===== src/dbpk_pkg.sv =====
// ----------------------------------------------------------------------------
// dbpk_pkg
// Types and constants shared by the dual backlight PWM keeper modules.
// ----------------------------------------------------------------------------
package dbpk_pkg;

    // Request codes carried in the req_type field
    typedef enum logic [1:0] {
        REQ_LEVEL = 2'd0,
        REQ_KEEP  = 2'd1,
        REQ_TICK  = 2'd2
    } req_type_t;

    // Configuration register indexes
    localparam int CFG_IDX_W = 4;
    typedef enum logic [CFG_IDX_W-1:0] {
        REG_PWM_PERIOD   = 4'd0,
        REG_EXPIRE_TICKS = 4'd1
    } cfg_reg_t;

    localparam int CFG_DATA_W = 16;
    localparam int TICKS_W    = 16;
    localparam int DUTY_OUT_W = 16;
    localparam int LEVEL_W    = 8;
    localparam int GAMMA_W    = 10;
    localparam int NUM_CH     = 2;

    // Divide by the gamma full scale (1000) through a reciprocal:
    // floor(x / 1000) == (x * RECIP) >> RECIP_SHIFT for every x below 2^26.
    localparam int RECIP_W     = 27;
    localparam int RECIP_SHIFT = 36;
    localparam logic [RECIP_W-1:0] RECIP = 27'd68719477;

    // Period premultiplied by the reciprocal
    localparam int PSCALE_W = CFG_DATA_W + RECIP_W;
    localparam int PROD_W   = PSCALE_W + GAMMA_W;
    localparam int QUOT_W   = PROD_W - RECIP_SHIFT;
    localparam logic [PSCALE_W-1:0] PSCALE_RESET = 43'd68719477000;
    localparam logic [TICKS_W-1:0]  EXPIRE_RESET = 16'd100;

    // Gamma curve, 1000 is full scale
    localparam logic [GAMMA_W-1:0] GAMMA_LUT [256] = '{
         10'd28,  10'd28,  10'd28,  10'd29,  10'd29,  10'd30,  10'd30,  10'd31,
         10'd31,  10'd31,  10'd32,  10'd32,  10'd33,  10'd33,  10'd34,  10'd34,
         10'd35,  10'd35,  10'd36,  10'd36,  10'd37,  10'd37,  10'd38,  10'd38,
         10'd39,  10'd39,  10'd40,  10'd41,  10'd41,  10'd42,  10'd42,  10'd43,
         10'd44,  10'd44,  10'd45,  10'd45,  10'd46,  10'd47,  10'd47,  10'd48,
         10'd49,  10'd49,  10'd50,  10'd51,  10'd52,  10'd52,  10'd53,  10'd54,
         10'd55,  10'd55,  10'd56,  10'd57,  10'd58,  10'd59,  10'd59,  10'd60,
         10'd61,  10'd62,  10'd63,  10'd64,  10'd65,  10'd66,  10'd67,  10'd67,
         10'd68,  10'd69,  10'd70,  10'd71,  10'd72,  10'd73,  10'd74,  10'd76,
         10'd77,  10'd78,  10'd79,  10'd80,  10'd81,  10'd82,  10'd83,  10'd85,
         10'd86,  10'd87,  10'd88,  10'd89,  10'd91,  10'd92,  10'd93,  10'd95,
         10'd96,  10'd97,  10'd99, 10'd100, 10'd102, 10'd103, 10'd104, 10'd106,
        10'd107, 10'd109, 10'd110, 10'd112, 10'd114, 10'd115, 10'd117, 10'd119,
        10'd120, 10'd122, 10'd124, 10'd125, 10'd127, 10'd129, 10'd131, 10'd133,
        10'd135, 10'd136, 10'd138, 10'd140, 10'd142, 10'd144, 10'd146, 10'd148,
        10'd151, 10'd153, 10'd155, 10'd157, 10'd159, 10'd161, 10'd164, 10'd166,
        10'd168, 10'd171, 10'd173, 10'd176, 10'd178, 10'd181, 10'd183, 10'd186,
        10'd188, 10'd191, 10'd194, 10'd197, 10'd199, 10'd202, 10'd205, 10'd208,
        10'd211, 10'd214, 10'd217, 10'd220, 10'd223, 10'd226, 10'd229, 10'd233,
        10'd236, 10'd239, 10'd243, 10'd246, 10'd250, 10'd253, 10'd257, 10'd260,
        10'd264, 10'd268, 10'd271, 10'd275, 10'd279, 10'd283, 10'd287, 10'd291,
        10'd295, 10'd299, 10'd304, 10'd308, 10'd312, 10'd317, 10'd321, 10'd326,
        10'd330, 10'd335, 10'd340, 10'd345, 10'd349, 10'd354, 10'd359, 10'd364,
        10'd370, 10'd375, 10'd380, 10'd385, 10'd391, 10'd396, 10'd402, 10'd408,
        10'd413, 10'd419, 10'd425, 10'd431, 10'd437, 10'd443, 10'd450, 10'd456,
        10'd462, 10'd469, 10'd476, 10'd482, 10'd489, 10'd496, 10'd503, 10'd510,
        10'd517, 10'd525, 10'd532, 10'd540, 10'd547, 10'd555, 10'd563, 10'd571,
        10'd579, 10'd587, 10'd595, 10'd604, 10'd612, 10'd621, 10'd629, 10'd638,
        10'd647, 10'd656, 10'd666, 10'd675, 10'd685, 10'd694, 10'd704, 10'd714,
        10'd724, 10'd734, 10'd745, 10'd755, 10'd766, 10'd777, 10'd788, 10'd799,
        10'd810, 10'd821, 10'd833, 10'd845, 10'd857, 10'd869, 10'd881, 10'd894,
        10'd906, 10'd919, 10'd932, 10'd945, 10'd958, 10'd972, 10'd986, 10'd1000
    };

    // Request item
    typedef struct packed {
        req_type_t           req_type;
        logic [LEVEL_W-1:0]  brightness;
        logic                unblanked;
        logic                panel;
        logic                keep_on;
    } req_item_t;

    // Result item
    typedef struct packed {
        logic                  pwm0_enable;
        logic [DUTY_OUT_W-1:0] pwm0_duty;
        logic                  pwm1_enable;
        logic [DUTY_OUT_W-1:0] pwm1_duty;
        logic                  keep0_state;
        logic                  keep1_state;
        logic                  timer0_busy;
        logic                  timer1_busy;
    } rsp_item_t;

    // Configuration held by the top level
    typedef struct packed {
        logic [PSCALE_W-1:0] pscale;
        logic [TICKS_W-1:0]  expire;
    } cfg_t;

endpackage


===== src/dual_backlight_pwm_keeper_top.sv =====
// ----------------------------------------------------------------------------
// dual_backlight_pwm_keeper_top
// Two backlight PWM channels driven from brightness, keep-on and tick items.
// ----------------------------------------------------------------------------
// Usage:
//   req channel (req_valid / req_stall / req_data) carries one item: a
//   brightness update, a keep-on flag write or a countdown tick. Each item
//   gives exactly one result on the rsp channel (rsp_valid / rsp_stall /
//   rsp_data) holding both channels' enable and duty, the keep-on flags and
//   the countdown busy bits after that item.
//   rsp_valid rises once the item moves from the input register into the result
//   register: the gamma lookup, one multiply by the scaled period and the state update land there.
//   Throughput is one item per cycle while rsp is not stalled.
//   A stalled result holds rsp_data; one more item may wait in the input
//   register, after which req_stall rises.
//   cfg channel (cfg_valid / cfg_ready / cfg_index / cfg_data) writes
//   pwm_period (index 0) or expire_ticks (index 1); other indexes are
//   ignored. cfg_ready is always high. Write only while no item is in flight.
//   Reset clears the channels, sets both keep-on flags, stops the countdowns,
//   and loads pwm_period 1000 and expire_ticks 100.
// ----------------------------------------------------------------------------
module dual_backlight_pwm_keeper_top #(
    parameter int PERIOD_BITS = 16
) (
    input  logic                                clk,
    input  logic                                rst_n,
    input  logic                                req_valid,
    output logic                                req_stall,
    input  dbpk_pkg::req_item_t                 req_data,
    output logic                                rsp_valid,
    input  logic                                rsp_stall,
    output dbpk_pkg::rsp_item_t                 rsp_data,
    input  logic                                cfg_valid,
    output logic                                cfg_ready,
    input  logic [dbpk_pkg::CFG_IDX_W-1:0]      cfg_index,
    input  logic [dbpk_pkg::CFG_DATA_W-1:0]     cfg_data
);

    localparam int DUTY_W = (PERIOD_BITS < dbpk_pkg::DUTY_OUT_W) ? PERIOD_BITS
                                                                  : dbpk_pkg::DUTY_OUT_W;

    dbpk_pkg::req_item_t req_reg;
    logic                req_valid_reg;
    dbpk_pkg::rsp_item_t rsp_reg;
    logic                rsp_valid_reg;
    dbpk_pkg::cfg_t      cfg_reg;
    dbpk_pkg::rsp_item_t result;
    logic                advance;
    logic                fire;
    logic                accept;

    // Handshake: move the held item into the result register when it is free
    assign advance   = !rsp_valid_reg || !rsp_stall;
    assign fire      = req_valid_reg && advance;
    assign req_stall = req_valid_reg && !advance;
    assign accept    = req_valid && !req_stall;
    assign rsp_valid = rsp_valid_reg;
    assign rsp_data  = rsp_reg;
    assign cfg_ready = 1'b1;

    // Hold the input item
    always_ff @(posedge clk or negedge rst_n)
    begin
        if (!rst_n)
        begin
            req_valid_reg <= 1'b0;
        end
        else if (accept)
        begin
            req_valid_reg <= 1'b1;
        end
        else if (fire)
        begin
            req_valid_reg <= 1'b0;
        end
    end

    always_ff @(posedge clk)
    begin
        if (accept)
        begin
            req_reg <= req_data;
        end
    end

    // Hold the result until taken
    always_ff @(posedge clk or negedge rst_n)
    begin
        if (!rst_n)
        begin
            rsp_valid_reg <= 1'b0;
        end
        else if (fire)
        begin
            rsp_valid_reg <= 1'b1;
        end
        else if (!rsp_stall)
        begin
            rsp_valid_reg <= 1'b0;
        end
    end

    always_ff @(posedge clk)
    begin
        if (fire)
        begin
            rsp_reg <= result;
        end
    end

    // Configuration: keep the period premultiplied by the 1/1000 reciprocal
    always_ff @(posedge clk or negedge rst_n)
    begin
        if (!rst_n)
        begin
            cfg_reg.pscale <= dbpk_pkg::PSCALE_RESET;
            cfg_reg.expire <= dbpk_pkg::EXPIRE_RESET;
        end
        else if (cfg_valid && cfg_ready)
        begin
            if (cfg_index == dbpk_pkg::REG_PWM_PERIOD)
            begin
                cfg_reg.pscale <= dbpk_pkg::PSCALE_W'(cfg_data) *
                                  dbpk_pkg::PSCALE_W'(dbpk_pkg::RECIP);
            end
            else if (cfg_index == dbpk_pkg::REG_EXPIRE_TICKS)
            begin
                cfg_reg.expire <= cfg_data;
            end
        end
    end

    dbpk_core #(
        .DUTY_W (DUTY_W)
    ) u_core (
        .clk    (clk),
        .rst_n  (rst_n),
        .fire   (fire),
        .item   (req_reg),
        .cfg    (cfg_reg),
        .result (result)
    );

endmodule


===== src/dbpk_duty.sv =====
// ----------------------------------------------------------------------------
// dbpk_duty
// Duty from level: floor(period * gamma[level] / 1000), masked to DUTY_W bits.
// ----------------------------------------------------------------------------
module dbpk_duty #(
    parameter int DUTY_W = 16
) (
    input  logic [dbpk_pkg::LEVEL_W-1:0]  level,
    input  logic [dbpk_pkg::PSCALE_W-1:0] pscale,
    output logic [DUTY_W-1:0]             duty
);

    logic [dbpk_pkg::GAMMA_W-1:0] gamma;
    logic [dbpk_pkg::PROD_W-1:0]  prod;
    logic [dbpk_pkg::QUOT_W-1:0]  quot;

    // Look up gamma, scale the premultiplied period, drop the fraction
    always_comb
    begin
        gamma = dbpk_pkg::GAMMA_LUT[level];
        prod  = dbpk_pkg::PROD_W'(pscale) * dbpk_pkg::PROD_W'(gamma);
        quot  = prod[dbpk_pkg::PROD_W-1:dbpk_pkg::RECIP_SHIFT];
        duty  = quot[DUTY_W-1:0];
    end

endmodule


===== src/dbpk_core.sv =====
// ----------------------------------------------------------------------------
// dbpk_core
// Channel state, keep-on countdowns and PWM update for one item per cycle on which fire is high.
// ----------------------------------------------------------------------------
module dbpk_core #(
    parameter int DUTY_W = 16
) (
    input  logic                clk,
    input  logic                rst_n,
    input  logic                fire,
    input  dbpk_pkg::req_item_t item,
    input  dbpk_pkg::cfg_t      cfg,
    output dbpk_pkg::rsp_item_t result
);

    localparam int NCH = dbpk_pkg::NUM_CH;

    logic [dbpk_pkg::LEVEL_W-1:0] level_reg, level_next;
    logic                         unblank_reg, unblank_next;
    logic [NCH-1:0]               active_reg, active_next;
    logic [DUTY_W-1:0]            duty_reg [NCH];
    logic [DUTY_W-1:0]            duty_next [NCH];
    logic [NCH-1:0]               keep_reg, keep_next;
    logic [NCH-1:0]               busy_reg, busy_next;
    logic [dbpk_pkg::TICKS_W-1:0] ticks_reg [NCH];
    logic [dbpk_pkg::TICKS_W-1:0] ticks_next [NCH];
    logic                         apply;
    logic [DUTY_W-1:0]            duty_calc;
    logic                         expire_on;

    assign expire_on = (cfg.expire != '0);

    // Take the new level and blank state on a brightness item
    always_comb
    begin
        level_next   = level_reg;
        unblank_next = unblank_reg;
        if (fire && (item.req_type == dbpk_pkg::REQ_LEVEL))
        begin
            level_next   = item.brightness;
            unblank_next = item.unblanked;
        end
    end

    dbpk_duty #(
        .DUTY_W (DUTY_W)
    ) u_duty (
        .level  (level_next),
        .pscale (cfg.pscale),
        .duty   (duty_calc)
    );

    // Flag and countdown updates, then the PWM update when one is due
    always_comb
    begin
        active_next = active_reg;
        duty_next   = duty_reg;
        keep_next   = keep_reg;
        busy_next   = busy_reg;
        ticks_next  = ticks_reg;
        apply       = 1'b0;
        if (fire)
        begin
            unique case (item.req_type)
                dbpk_pkg::REQ_LEVEL:
                begin
                    apply = 1'b1;
                end
                dbpk_pkg::REQ_KEEP:
                begin
                    for (int ch = 0; ch < NCH; ch++)
                    begin
                        if (item.panel == 1'(ch))
                        begin
                            if (keep_reg[ch] != item.keep_on)
                            begin
                                if (item.keep_on)
                                begin
                                    busy_next[ch] = 1'b0;
                                end
                                else if (expire_on && !busy_reg[ch])
                                begin
                                    ticks_next[ch] = cfg.expire;
                                    busy_next[ch]  = 1'b1;
                                end
                                keep_next[ch] = item.keep_on;
                                apply         = 1'b1;
                            end
                            else if (!item.keep_on)
                            begin
                                if (expire_on)
                                begin
                                    if (busy_reg[ch])
                                    begin
                                        ticks_next[ch] = cfg.expire;
                                    end
                                end
                                else
                                begin
                                    busy_next[ch] = 1'b0;
                                end
                                apply = 1'b1;
                            end
                        end
                    end
                end
                dbpk_pkg::REQ_TICK:
                begin
                    for (int ch = 0; ch < NCH; ch++)
                    begin
                        if (busy_reg[ch])
                        begin
                            if (ticks_reg[ch] > dbpk_pkg::TICKS_W'(1))
                            begin
                                ticks_next[ch] = ticks_reg[ch] - dbpk_pkg::TICKS_W'(1);
                            end
                            else
                            begin
                                ticks_next[ch] = '0;
                                keep_next[ch]  = 1'b1;
                                busy_next[ch]  = 1'b0;
                                apply          = 1'b1;
                            end
                        end
                    end
                end
                default:
                begin
                end
            endcase

            // Drive each channel from the final flags and stored level
            if (apply)
            begin
                for (int ch = 0; ch < NCH; ch++)
                begin
                    if (!unblank_next || (level_next == '0) || !keep_next[ch])
                    begin
                        if (active_reg[ch])
                        begin
                            duty_next[ch]   = '0;
                            active_next[ch] = 1'b0;
                        end
                    end
                    else
                    begin
                        duty_next[ch]   = duty_calc;
                        active_next[ch] = 1'b1;
                    end
                end
            end
        end
    end

    // Hold channel state
    always_ff @(posedge clk or negedge rst_n)
    begin
        if (!rst_n)
        begin
            level_reg   <= '0;
            unblank_reg <= 1'b0;
            active_reg  <= '0;
            keep_reg    <= '1;
            busy_reg    <= '0;
            for (int ch = 0; ch < NCH; ch++)
            begin
                duty_reg[ch]  <= '0;
                ticks_reg[ch] <= '0;
            end
        end
        else
        begin
            level_reg   <= level_next;
            unblank_reg <= unblank_next;
            active_reg  <= active_next;
            keep_reg    <= keep_next;
            busy_reg    <= busy_next;
            duty_reg    <= duty_next;
            ticks_reg   <= ticks_next;
        end
    end

    // Report the state after this item
    always_comb
    begin
        result.pwm0_enable = active_next[0];
        result.pwm0_duty   = dbpk_pkg::DUTY_OUT_W'(duty_next[0]);
        result.pwm1_enable = active_next[1];
        result.pwm1_duty   = dbpk_pkg::DUTY_OUT_W'(duty_next[1]);
        result.keep0_state = keep_next[0];
        result.keep1_state = keep_next[1];
        result.timer0_busy = busy_next[0];
        result.timer1_busy = busy_next[1];
    end

endmodule

===== config.mk =====
export PLATFORM = sky130hd
export DESIGN_NAME = dual_backlight_pwm_keeper_top
export DESIGN_NICKNAME = d
export VERILOG_FILES = /design/src/dbpk_pkg.sv /design/src/dual_backlight_pwm_keeper_top.sv /design/src/dbpk_duty.sv /design/src/dbpk_core.sv
export SDC_FILE = /design/constraint.sdc
export NUM_CORES = 2
export LEC_CHECK = 0
export BUFFER_PORTS_ARGS = -buffer_cell sky130_fd_sc_hd__buf_2
export CAP_MARGIN = 20
export CORE_MARGIN = 2
export CORE_UTILIZATION = 64
export DETAILED_ROUTE_END_ITERATION = 8
export GPL_TIMING_DRIVEN = 0
export PLACE_DENSITY = 0.81
export SYNTH_ARGS = -nofsm -noshare
export SYNTH_HDL_FRONTEND = slang
export SYNTH_SLANG_ARGS = --single-unit

===== constraint.sdc =====
create_clock -name clk -period 11.2 [get_ports clk]
set_input_delay 0 -clock clk [delete_from_list [all_inputs] [get_ports clk]]
set_output_delay 0 -clock clk [all_outputs]
set_load 0.02 [all_outputs]

After elaboration in Yosys (flattened, before gate mapping)
Memory sizes are Yosys's and may differ from the RTL's.
Index checks and enable logic that the tools add are counted.
Widths: inputs -> output; s select.
{ "word_totals": {"ff_bits": 191, "rom_bits": 2560, "input_bits": 38, "out_inout_bits": 41, "wordCells": 160, "n_memories": 1} }
{ "mem_list": {"columns": ["memory", "depth", "width", "rd", "rd_clocked_by_memory_dff", "write_ports", "line_no", "text"], "rows": [
  ["(no name shown)", 256, 10, 1, 0, 0, "dbpk_duty.sv:20", "gamma = dbpk_pkg::GAMMA_LUT[level];"]
]} }
{ "op_classes": {"add_sub_neg": 2, "mul": 2, "n_lt_le_gt_ge": 3, "n_eq_ne": 17, "n_mux": 78, "bitwise": 2, "n_reduce_logical": 29} }
{ "op_table": {"columns": ["op", "n"], "rows": [
  ["$mux 16", 22],
  ["$mux 32", 2],
  ["$pmux 32 s2", 1],
  ["$mul 43x10->52", 1],
  ["$mul 16x27->43 const B", 1],
  ["$mux 1", 42],
  ["$gt 16x1->1 const B", 2],
  ["$sub 16x1->16 const B", 2],
  ["$mux 10", 2],
  ["$reduce_and 8->1", 2],
  ["$reduce_bool 16->1", 1],
  ["$ne 3x1->1 const B", 4],
  ["$mux 2", 5],
  ["$ge 9x9->1 const B", 1],
  ["$logic_not 1->1", 9],
  ["$not 8->9", 1],
  ["$logic_not 8->1", 1],
  ["$mux 8", 1],
  ["$pmux 2 s2", 2],
  ["$logic_and 1x1->1", 6],
  ["$ne 2x1->1 const B", 3],
  ["$ne 2x2->1 const B", 3],
  ["$ne 3x3->1 const B", 2],
  ["$eq 4x1->1 const B", 1],
  ["other kinds (11)", 16]
]} }

Logic depth before layout (Yosys ltp)
{ "depth": {"depth_word": 13, "mapped_depth": 43, "mapped_depth_nobuf": 37} }

Cells and area by module
From an unflattened synthesis, not the netlist that was laid out.
{ "unflattened": {"cells_unflattened": 3285, "hier_area_um2": 29971.2} }
{ "by_module_without_submodules": {"columns": ["mod", "n_inst", "cells_per_inst", "area_per_inst_um2", "seq_area_each_um2"], "rows": [
  ["dbpk_duty", 1, 1795, 14991.9, 0.0],
  ["dual_backlight_pwm_keeper_top", 1, 1048, 10719.0, 3065.4],
  ["dbpk_core", 1, 442, 4260.3, 1979.4]
]} }

Worst setup path before layout
No wires, ideal clock.
{ "synth_path": {"path_kind": "flip-flop to flip-flop", "startpoint": "register rsp_valid_reg, in the netlist rsp_valid", "endpoint": "register rsp_reg (netlist bit rsp_data[34]) (data pin)", "setup_ns": 0.263, "arrival_ns": 9.059, "required_ns": 10.937, "setup_slack_ns": 1.878, "stages_incl_launch_ff": 40, "n_path_buf": 6, "synth_period_minus_slack_ns": 9.322, "path_cell_list": "dfrtp_1 > a21bo_1 > buf_6 > inv_6 > nand2_8 > buf_6 > buf_2 > buf_1 > o21ai_1 > inv_1 > ha_1 > clkbuf_1 > a21oi_1 > o31ai_1 > o221a_1 > nor4_1 > o22a_1 > clkbuf_1 > [... 4 more ...] > fa_1 > fa_1 > inv_1 > fa_1 > inv_1 > ha_1 > a21o_1 > a21o_1 > a21oi_1 > o21ai_0 > a41oi_1 > o21ai_0 > a31o_2 > o2111ai_1 > o21ai_4 > a221oi_4 > mux2i_1 > a211o_1"} }
{ "synth_rtl": {"columns": ["element", "line_no", "text"], "rows": [
  ["start, declared", "dual_backlight_pwm_keeper_top.sv:45", "logic rsp_valid_reg;"],
  ["start signal, assigned", "dual_backlight_pwm_keeper_top.sv:91", "rsp_valid_reg <= 1'b0;"],
  ["start signal, assigned", "dual_backlight_pwm_keeper_top.sv:95", "rsp_valid_reg <= 1'b1;"],
  ["start signal, assigned", "dual_backlight_pwm_keeper_top.sv:99", "rsp_valid_reg <= 1'b0;"],
  ["end signal, assigned", "dual_backlight_pwm_keeper_top.sv:107", "rsp_reg <= result;"],
  ["end, declared", "dual_backlight_pwm_keeper_top.sv:44", "dbpk_pkg::rsp_item_t rsp_reg;"]
]} }

==> impl_metrics.ini <==
[outcome]
status = finished, final reports clean

[hold_path]
min_path_cells = 2
hold_end = cfg_reg[6]
hold_start = cfg_data[6]
hp-class = input pin to flop

[placement]
place.gp.congestion = 0.9893
dpl_cell_area_mm2 = 0.03091
port-buffer-count = 77
dp_hpwl_mm = 74.09
place_ws_ns = -1.262

[finish]
diodes = 0
layout_commonest_cell = inv_1
utilization_pct = 70.10
nFillCells = 3348
multi_input_area_mm2 = 0.02212
largest_reg_flops = 59
mostFrequentLayoutCells = 495 x inv_1, 437 x fa_1, 325 x nand2_1
area.sequential_mm2 = 0.005045
area_growth_syn_to_layout_pct = 7.584
drive_above_1_share_pct = 7.446
layout.nets = 4140
final_area_mm2 = 0.03195

[sta]
setup_ws_ns = 0.2829
fmax_ghz = 0.09160
final.setup_skew_ns = 0.02757
relSlewSlack_pct = 32.00
period_needed_ns = 10.92
fin_hold_ws_ns = 0.03362
setup_violations = 0
slew_violations = 0
worst_slew_pin_slew_ns = 1.009
rsz0062_at_grt = no
fin_crit_sh_pct = 97.47
hold_violations = 0

[clocking]
cts.sinks = 191
insertion_delay_ns = 0.47
cts_tree = built
path_clk_slew_ns = 0.09
htreeDepth = 4
cts.path.max_buffers = 2
root_buffer = clkbuf_16
numCtsBuffers = 17

[detailed_routing]
drc_errors = 0
avgViaCountPerCell = 6.371
first_iter_violations = 2641
wl_per_cell_um = 23.45
drtPass1Iterations = 7
num_vias = 25560
drt-total-wl_mm = 94.07
antenna_left = 0

[setup_path]
critPathSlowestCell = fa_1
slowest_delay_ns = 0.56
crit_arrival_ns = 11.13
r2r.worst_path.cells = 37
r2r_slack_ns = 0.28
crit_fanout = 10
r2r_end = rsp_data[34]
r2r_start = req_reg[11]
worst_path_most_repeated_cell = fa_1
startpoint_type = flop
path_class = flop to flop
required_ns = 11.41
crit_path_end_kind = flop

[global_route]
grtUsageMet1_pct = 49.00
grt_pass1_wl_mm = 148.1
grt_pass1_vias = 26820
grt_busiest_layer = met2
grt_max_degree = 77
grt_usage_pct = 40.39
antenna_found_initial = 0
overflow = 0
met2_usage_pct = 69.20
grtUsageMet3_pct = 6.916

[floorplanning]
die_x_um = 219.4
die_area_mm2 = 0.04814
die_h_um = 219.4
row_count = 78
coreArea_mm2 = 0.04558
ios = 79
floorplan.initialDensity_pct = 65.16

[yosys]
yosys.area.top_type = fa_1
yosys_warnings = 0
netlist_instances = 3270
yosys-top-cells-area = fa_1 29%, ha_1 11%, dfrtp_1 11%
async_flop_share_pct = 73.30
synth_area_mm2 = 0.02970
syn_area_per_cell_um2 = 9.081
yosys.area.top_type_share_pct = 29.46
synth-main-ff-cell = dfrtp_1
ys_seq_area_share_pct = 16.99
synth_fp_nets = 4012
synth_cell_types = 98
synth_edf_count = 51
ys_ff_latch = 191

[job]
cap_violations = 0
-- how the worst max path moves through the flow --
| stage | start | end | slack (ns) | depth (start not counted) |
|---|---|---|---|---|
| 2_1_floorplan | rsp_valid | rsp_data[34] | 1.88 | 39 |
| 3_3_place_gp | req_reg[11] | rsp_data[12] | -1.40 | 39 |
| 3_5_place_dp | req_reg[11] | rsp_data[36] | -1.26 | 40 |
| 4_1_cts | req_reg[11] | rsp_data[36] | 0.06 | 39 |
| 5_1_grt | req_reg[12] | rsp_data[34] | 0.005 | 39 |
| 6_report | req_reg[11] | rsp_data[34] | 0.28 | 37 |
-- cell families (layout without fill, tap and decap cells) --
logic type | Yosys count | count (layout) | share of synthesized area, %
simple gates | 908 | 908 | 15.39
fa+ha+maj | 704 | 704 | 40.71
compound gates | 693 | 693 | 15.27
buf+inv | 691 | 832 | 8.970
flops | 191 | 191 | 16.99
xor+xnor | 56 | 56 | 1.652
mux | 26 | 26 | 1.015
other cells | 1 | 1 | 0.01263
-- worst max-delay path, delay by kind of cell, from the launching register on --
kind / cells / cell delay, ns
adders and majority gates: 8 / 3.54
muxes: 1 / 0.15
DFF: 1 / 0.44
buffers and inverters: 9 / 1.71
AOI/OAI and AO/OA: 15 / 4.26
and+or+nand+nor: 4 / 0.55
-- cells in the mapped netlist, types with 34 or more instances --
cell type  instances
a21o_1            67
a21oi_1          143
a31oi_1           43
and2_1           202
clkbuf_1         148
dfrtp_1          132
edfxtp_1          51
fa_1             437
ha_1             267
inv_1            498
nand2_1          325
nand3_1           50
nor2_1           111
nor2b_1           63
nor3_1            34
o21ai_0          199
-- cell type report --
cell class / instances / share of cell area (%)
plain buffers: 181 / 2.420
clock buffers: 17 / 1.332
clock inverters: 15 / 0.5992
inverters: 506 / 5.969
multi-input cells: 2388 / 69.23
flip-flops and latches: 191 / 15.79
well taps: 600 / 2.350
repair buffers: 113 / 2.315
-- timing repair --
item                                   CTS  global route
buffers inserted                         4             6
setup endpoints to repair               64            64
resized for setup                       24            42
endpoints found under the hold margin   80             0
pin swaps                                2             9
hold buffers                            18             0
-- per-stage QoR --
| stage | TNS (ns) | instances |
|---|---|---|
| finish | 0 | 4011 |
| global route | 0 | 4011 |
| CTS | 0 | 4006 |
| detailed placement | -61.07 | 3954 |
| global placement | -72.95 | 3947 |
| floorplan | 0 | 3270 |
-- routing by layer --
| metal | part of all wire (%) | wire, um |
|---|---|---|
| met5 | 0 | 0 |
| met4 | 5.8 | 5454 |
| met3 | 8.2 | 7691 |
| met2 | 49 | 46390 |
| met1 | 37 | 34540 |
Power is left out: the tool's default activity adds up to more than one toggle a clock period on the data nets, which glitch-free logic cannot reach.
